File: src/design/spq_pkg.sv
// ----------------------------------------------------------------------------
// spq_pkg
// Shared types and constants for the stable priority queue core: queue depth,
// count width, status and operation codes, and the entry and cell control
// structs.
// ----------------------------------------------------------------------------
package spq_pkg;

    // queue geometry
    localparam int DEPTH = 16;
    localparam int CNT_W = $clog2(DEPTH + 1);
    localparam int DATA_W = 32;
    localparam int OCC_W = 5;

    // input item kind
    localparam logic KIND_INSERT = 1'b0;
    localparam logic KIND_REMOVE = 1'b1;

    // result status codes
    typedef enum logic [1:0] {
        ST_INSERTED  = 2'd0,
        ST_REMOVED   = 2'd1,
        ST_UNDERFLOW = 2'd2,
        ST_FULL      = 2'd3
    } status_t;

    // operation applied to every cell
    typedef enum logic [1:0] {
        OP_HOLD,
        OP_INSERT,
        OP_REMOVE
    } cell_op_t;

    // one stored entry
    typedef struct packed {
        logic signed [DATA_W-1:0] value;
        logic signed [DATA_W-1:0] prio;
    } entry_t;

    // broadcast from the controller to every cell
    typedef struct packed {
        cell_op_t op;
        entry_t   new_entry;
    } cell_ctrl_t;

endpackage

File: src/design/spq_cell.sv
// ----------------------------------------------------------------------------
// spq_cell
// One slot of the sorted chain. On insert it keeps its entry if that entry
// is served no later than the new one, takes the new entry at the boundary,
// and otherwise takes its left neighbor's entry. On remove it takes its right
// neighbor's entry.
// ----------------------------------------------------------------------------
module spq_cell
    import spq_pkg::*;
(
    input  logic       aclk,
    input  cell_ctrl_t ctrl,
    input  logic       cell_valid,
    input  logic       left_stay,
    input  entry_t     left_entry,
    input  entry_t     right_entry,
    output entry_t     entry,
    output logic       stay
);

    entry_t entry_reg;
    entry_t entry_next;

    // entry stays in place when new priority is not lower (fifo among equals)
    assign stay = cell_valid && (entry_reg.prio <= ctrl.new_entry.prio);

    // next entry selection
    always_comb begin
        entry_next = entry_reg;
        case (ctrl.op)
            OP_INSERT: begin
                if (stay) begin
                    entry_next = entry_reg;
                end else if (left_stay) begin
                    entry_next = ctrl.new_entry;
                end else begin
                    entry_next = left_entry;
                end
            end
            OP_REMOVE: begin
                entry_next = right_entry;
            end
            default: begin
                entry_next = entry_reg;
            end
        endcase
    end

    // payload register, no reset
    always_ff @(posedge aclk) begin
        entry_reg <= entry_next;
    end

    assign entry = entry_reg;

endmodule

File: src/design/stable_priority_queue_core.sv
// Stable priority queue: a bounded queue of DEPTH entries kept sorted by
// ascending signed priority, equal priorities served first in, first out.
// For each beat the whole row of cells updates in parallel in the
// cycle the beat is accepted (insert shifts the tail right behind the new
// entry, remove shifts everything left), and its result appears in the output
// register on the next cycle. A new beat is taken every cycle while the result
// register is empty or being drained, so sustained throughput is one item per
// cycle; s_ready drops only while a result waits on m_ready.
// ----------------------------------------------------------------------------
// stable_priority_queue_core
// Top level: handshake, entry counter, result register and the cell chain.
// ----------------------------------------------------------------------------
module stable_priority_queue_core
    import spq_pkg::*;
(
    input  logic                     aclk,
    input  logic                     aresetn,
    // input channel
    input  logic                     s_valid,
    output logic                     s_ready,
    input  logic                     s_kind,
    input  logic signed [DATA_W-1:0] s_value,
    input  logic signed [DATA_W-1:0] s_prio,
    // result channel
    output logic                     m_valid,
    input  logic                     m_ready,
    output logic [1:0]               m_status,
    output logic signed [DATA_W-1:0] m_removed_value,
    output logic [OCC_W-1:0]         m_occupancy
);

    logic                     s_fire;
    logic                     is_full;
    logic                     is_empty;
    logic [CNT_W-1:0]         count_reg;
    logic [CNT_W-1:0]         count_next;
    logic                     m_valid_reg;
    logic                     m_valid_next;
    status_t                  m_status_reg;
    status_t                  m_status_next;
    logic signed [DATA_W-1:0] m_removed_value_reg;
    logic signed [DATA_W-1:0] m_removed_value_next;
    logic [CNT_W+OCC_W-1:0]   count_ext;
    cell_ctrl_t               ctrl;
    entry_t                   cell_q [DEPTH];
    logic [DEPTH-1:0]         cell_stay;
    logic [DEPTH-1:0]         cell_valid;

    // handshake
    assign s_ready  = !m_valid_reg || m_ready;
    assign s_fire   = s_valid && s_ready;
    assign is_full  = (count_reg == CNT_W'(DEPTH));
    assign is_empty = (count_reg == '0);

    // beat decode, counter and result values
    always_comb begin
        ctrl.op              = OP_HOLD;
        ctrl.new_entry.value = s_value;
        ctrl.new_entry.prio  = s_prio;
        count_next           = count_reg;
        m_valid_next         = m_valid_reg && !m_ready;
        m_status_next        = m_status_reg;
        m_removed_value_next = m_removed_value_reg;
        if (s_fire) begin
            m_valid_next         = 1'b1;
            m_removed_value_next = '0;
            if (s_kind == KIND_INSERT) begin
                if (is_full) begin
                    m_status_next = ST_FULL;
                end else begin
                    ctrl.op       = OP_INSERT;
                    count_next    = count_reg + 1'b1;
                    m_status_next = ST_INSERTED;
                end
            end else begin
                if (is_empty) begin
                    m_status_next = ST_UNDERFLOW;
                end else begin
                    ctrl.op              = OP_REMOVE;
                    count_next           = count_reg - 1'b1;
                    m_status_next        = ST_REMOVED;
                    m_removed_value_next = cell_q[0].value;
                end
            end
        end
    end

    // control registers
    always_ff @(posedge aclk) begin
        if (!aresetn) begin
            count_reg   <= '0;
            m_valid_reg <= 1'b0;
        end else begin
            count_reg   <= count_next;
            m_valid_reg <= m_valid_next;
        end
    end

    // result payload registers
    always_ff @(posedge aclk) begin
        m_status_reg        <= m_status_next;
        m_removed_value_reg <= m_removed_value_next;
    end

    // cell chain
    for (genvar i = 0; i < DEPTH; i++) begin : g_cell
        assign cell_valid[i] = (count_reg > CNT_W'(i));
        if (i == 0 && DEPTH > 1) begin : g_head
            spq_cell u_cell (
                .aclk        (aclk),
                .ctrl        (ctrl),
                .cell_valid  (cell_valid[i]),
                .left_stay   (1'b1),
                .left_entry  (ctrl.new_entry),
                .right_entry (cell_q[i+1]),
                .entry       (cell_q[i]),
                .stay        (cell_stay[i])
            );
        end else if (i == DEPTH - 1) begin : g_tail
            spq_cell u_cell (
                .aclk        (aclk),
                .ctrl        (ctrl),
                .cell_valid  (cell_valid[i]),
                .left_stay   (cell_stay[i-1]),
                .left_entry  (cell_q[i-1]),
                .right_entry (cell_q[i]),
                .entry       (cell_q[i]),
                .stay        (cell_stay[i])
            );
        end else begin : g_mid
            spq_cell u_cell (
                .aclk        (aclk),
                .ctrl        (ctrl),
                .cell_valid  (cell_valid[i]),
                .left_stay   (cell_stay[i-1]),
                .left_entry  (cell_q[i-1]),
                .right_entry (cell_q[i+1]),
                .entry       (cell_q[i]),
                .stay        (cell_stay[i])
            );
        end
    end

    // outputs
    assign count_ext       = {{OCC_W{1'b0}}, count_reg};
    assign m_valid         = m_valid_reg;
    assign m_status        = m_status_reg;
    assign m_removed_value = m_removed_value_reg;
    assign m_occupancy     = count_ext[OCC_W-1:0];

    // counter never passes the depth
    a_count_bound: assert property (@(posedge aclk) disable iff (!aresetn)
        count_reg <= CNT_W'(DEPTH))
        else $error("entry count above depth");

    // a successful remove shrinks the queue by one and reports removed
    a_remove_count: assert property (@(posedge aclk) disable iff (!aresetn)
        s_fire && s_kind == KIND_REMOVE && !is_empty |=>
            m_status == ST_REMOVED && count_reg == $past(count_reg) - 1'b1)
        else $error("remove did not update count or status");

    // refused insert leaves a full queue
    a_full_result: assert property (@(posedge aclk) disable iff (!aresetn)
        m_valid_reg && m_status_reg == ST_FULL |-> is_full)
        else $error("full status with queue not full");

    // removed value is zero for every other status
    a_removed_zero: assert property (@(posedge aclk) disable iff (!aresetn)
        m_valid_reg && m_status_reg != ST_REMOVED |-> m_removed_value_reg == '0)
        else $error("nonzero removed value without remove");

endmodule

File: config.mk
export PLATFORM = sky130hd
export DESIGN_NAME = stable_priority_queue_core
export DESIGN_NICKNAME = d
export VERILOG_FILES = /design/src/design/spq_pkg.sv /design/src/design/spq_cell.sv /design/src/design/stable_priority_queue_core.sv
export SDC_FILE = /design/constraint.sdc
export NUM_CORES = 2
export LEC_CHECK = 0
export BUFFER_PORTS_ARGS = -buffer_cell sky130_fd_sc_hd__buf_2
export CAP_MARGIN = 20
export CORE_ASPECT_RATIO = 0.8
export CORE_MARGIN = 10
export CORE_UTILIZATION = 50
export CTS_CLUSTER_DIAMETER = 60
export DETAILED_ROUTE_END_ITERATION = 8
export PLACE_DENSITY_LB_ADDON = 0.3
export SLEW_MARGIN = 20
export SYNTH_ARGS = -nofsm -noshare
export SYNTH_HDL_FRONTEND = slang
export SYNTH_SLANG_ARGS = --single-unit
File: constraint.sdc
create_clock -name aclk -period 8.37 [get_ports aclk]
set_input_delay 0 -clock aclk [delete_from_list [all_inputs] [get_ports aclk]]
set_output_delay 0 -clock aclk [all_outputs]
set_load 0.01 [all_outputs]
==> reports/qor.csv <==
metric;value;unit
drt_wl_total;215;mm
cts.sinks;1064;
cp-startpoint;s_prio[27];
cts-resized-gates;0;
timing.slew.headroom;0.152;
synth_common_cells;1058 x edfxtp_1, 996 x nand2_1, 714 x nand3_1;
overflow;0;
yosysMostFrequentCell;edfxtp_1;
post-cts-setup-buffers;0;
timing.hold.ws;94.4;ps
synth-edff-count;1058;
drtAntennaViolNets;0;
async_reset_ff_frac;0;
finalPower;17200;uW
largest_reg_flops;896;
finalSetupTns;0;ps
ir_drop;0.177;mV
min_path_type;input pin to flop;
synthToLayoutAreaGrowth;8.82;%
postLayoutCellArea;69900;um^2
vias;51500;
finalHoldViolCount;0;
stdcell_count;7659;
p_leak;0.0260;uW
dp_hpwl;137;mm
numCtsBuffers;115;
cap_violations;0;
regToRegEndpoint;g_cell[9].g_mid.u_cell.entry[18];
drv_slew;0;
grt_antenna_before_repair;2;
synth_area_leader_cell;edfxtp_1;
grt_max_degree;223;
endpoint_kind;flop;
rows;117;
cts_root_buf;clkbuf_16;
reg2reg_from;g_cell[9].g_mid.u_cell.entry[27];
grt_pass1_vias;48300;
startpoint_type;input pin;
fin_crit_sh;0.646;
path_class;input pin to flop;
period_minus_slack;5410;ps
grt_usage;0.290;
synth_flop_cell;edfxtp_1;
rsz0062_at_grt;false;
h-tree-depth;3;
placedCellCount;7381;
wl_per_cell;28.1;um
synth_top_area_share;0.495;
min_from;m_ready;
placeableCoreArea;127000;um^2
syn_nets;6582;
synth_area_per_cell;10.7;um^2
cp.arrival;5780;ps
synthCells;5996;
crit_end;g_cell[9].g_mid.u_cell.entry[18];
start_util;0.504;
reg2reg_slack;3020;ps
clockBufferDepth;3;
drt_iter0_drc;7411;
min_path_cells;6;
die_x;421;um
critPathRequiredTime;8750;ps
reg2reg_depth;9;
ys_types;76;
cts_tree;done;
setup_violations;0;
fillCellCount;10900;
syn_area;64200;um^2
clock_latency;770;ps
cellPowerDensity;246;nW/um^2
io_buffer_count;109;
final_nets;6486;
viasPerCell;6.72;
grt_pass1_wl;319;mm
yosys_warnings;0;
ys_ff_latch;1064;
ys_seq_area_frac;0.497;
worst_pin_slew;1270;ps
cts_hold_buf;68;
skew;43.3;ps
place_congestion;0.935;
drive_gt1_frac;0.115;
die_y;341;um
io_pins;110;
place_area;65600;um^2
firstDrtPassIters;6;
drc;0;
status;complete, no violations;
clk_pin_slew;70;ps
fmax;185;MHz
crit_fanout;58;
synthTopCellsByArea;edfxtp_1 49%, ha_1 10%, nand2_1 5.8%;
dieArea;143000;um^2
[cell families (layout without fill, tap and decap cells)]
family / count (synthesis) / after routing / share of synthesized area
compound gates: 1348 / 1348 / 0.159
simple gates: 2261 / 2261 / 0.161
other cells: 0 / 1 / 0
xor+xnor: 3 / 3 / 0.000409
buf+inv: 545 / 541 / 0.0403
mux: 258 / 258 / 0.0415
flops: 1064 / 1064 / 0.497
fa+ha+maj: 517 / 517 / 0.101
[where the power goes]
group	switching [uW]	internal [uW]	total, uW
sequential	598	7120	7720
clock	2310	2770	5080
combinational	2860	1520	4380
total	5760	11400	17200
[metrics by stage]
step | utilization | worst slack, ps
2_1_floorplan | - | 1220
6_report | 0.549 | 2960
3_5_place_dp | 0.515 | 2730
3_3_place_gp | 0.515 | 2760
5_1_grt | 0.549 | 2910
4_1_cts | 0.549 | 2940
[how the worst min path moves through the flow]
stage / to / slack, ps
after floorplan: m_occupancy[0] / 120
final: m_occupancy[4] / 90
after global placement: m_valid / 260
after global routing: m_occupancy[1] / 110
after detailed placement: m_valid / 260
after CTS: m_valid / 60
[critical path, stage by stage]
cell,delay (ps)
dlygate4sd3_1,530
buf_2,180
inv_1,590
ha_1,300
nand4_1,420
nor4_2,890
o21ai_0,210
a311oi_1,390
a211o_4,670
nand2_1,200
nand2_4,610
buf_4,630
[per-layer routing]
layer | routed length (um) | track usage | vias up
li1 | - | - | 22700
met1 | 92500 | 0.430 | 25300
met2 | 91800 | 0.423 | 3005
met3 | 22700 | 0.0546 | 408
met4 | 7800 | 0.0967 | 2
met5 | 13 | 0 | -
[placed cells by master (no fill, tap or decap), types with 49 or more instances in the layout]
master / netlist / final
clkbuf_16: 0 / 116
nand2_1: 996 / 985
ha_1: 517 / 517
o21ai_0: 63 / 59
dlygate4sd3_1: 0 / 68
a21oi_1: 389 / 388
nor2_1: 247 / 241
o211ai_1: 494 / 494
mux2i_1: 193 / 193
inv_1: 69 / 68
o211ai_2: 225 / 225
mux2_1: 49 / 49
buf_2: 84 / 109
buf_4: 13 / 73
edfxtp_1: 1058 / 1058
nand3_1: 714 / 713
nand4_1: 116 / 116
[cell type report]
type                            instances  area, um^2  area share
Antenna cell                            1        2.50   0.0000358
Clock inverter                         68         619     0.00886
Sequential cell                      1064       31900       0.456
Multi-Input combinational cell       4387       30000       0.429
Timing Repair Buffer                  262        2020      0.0289
Inverter                               70         263     0.00376
Clock buffer                          141        3000      0.0429
Tap cell                             1666        2080      0.0298
Note: power is estimated with default switching activity, not from simulation.
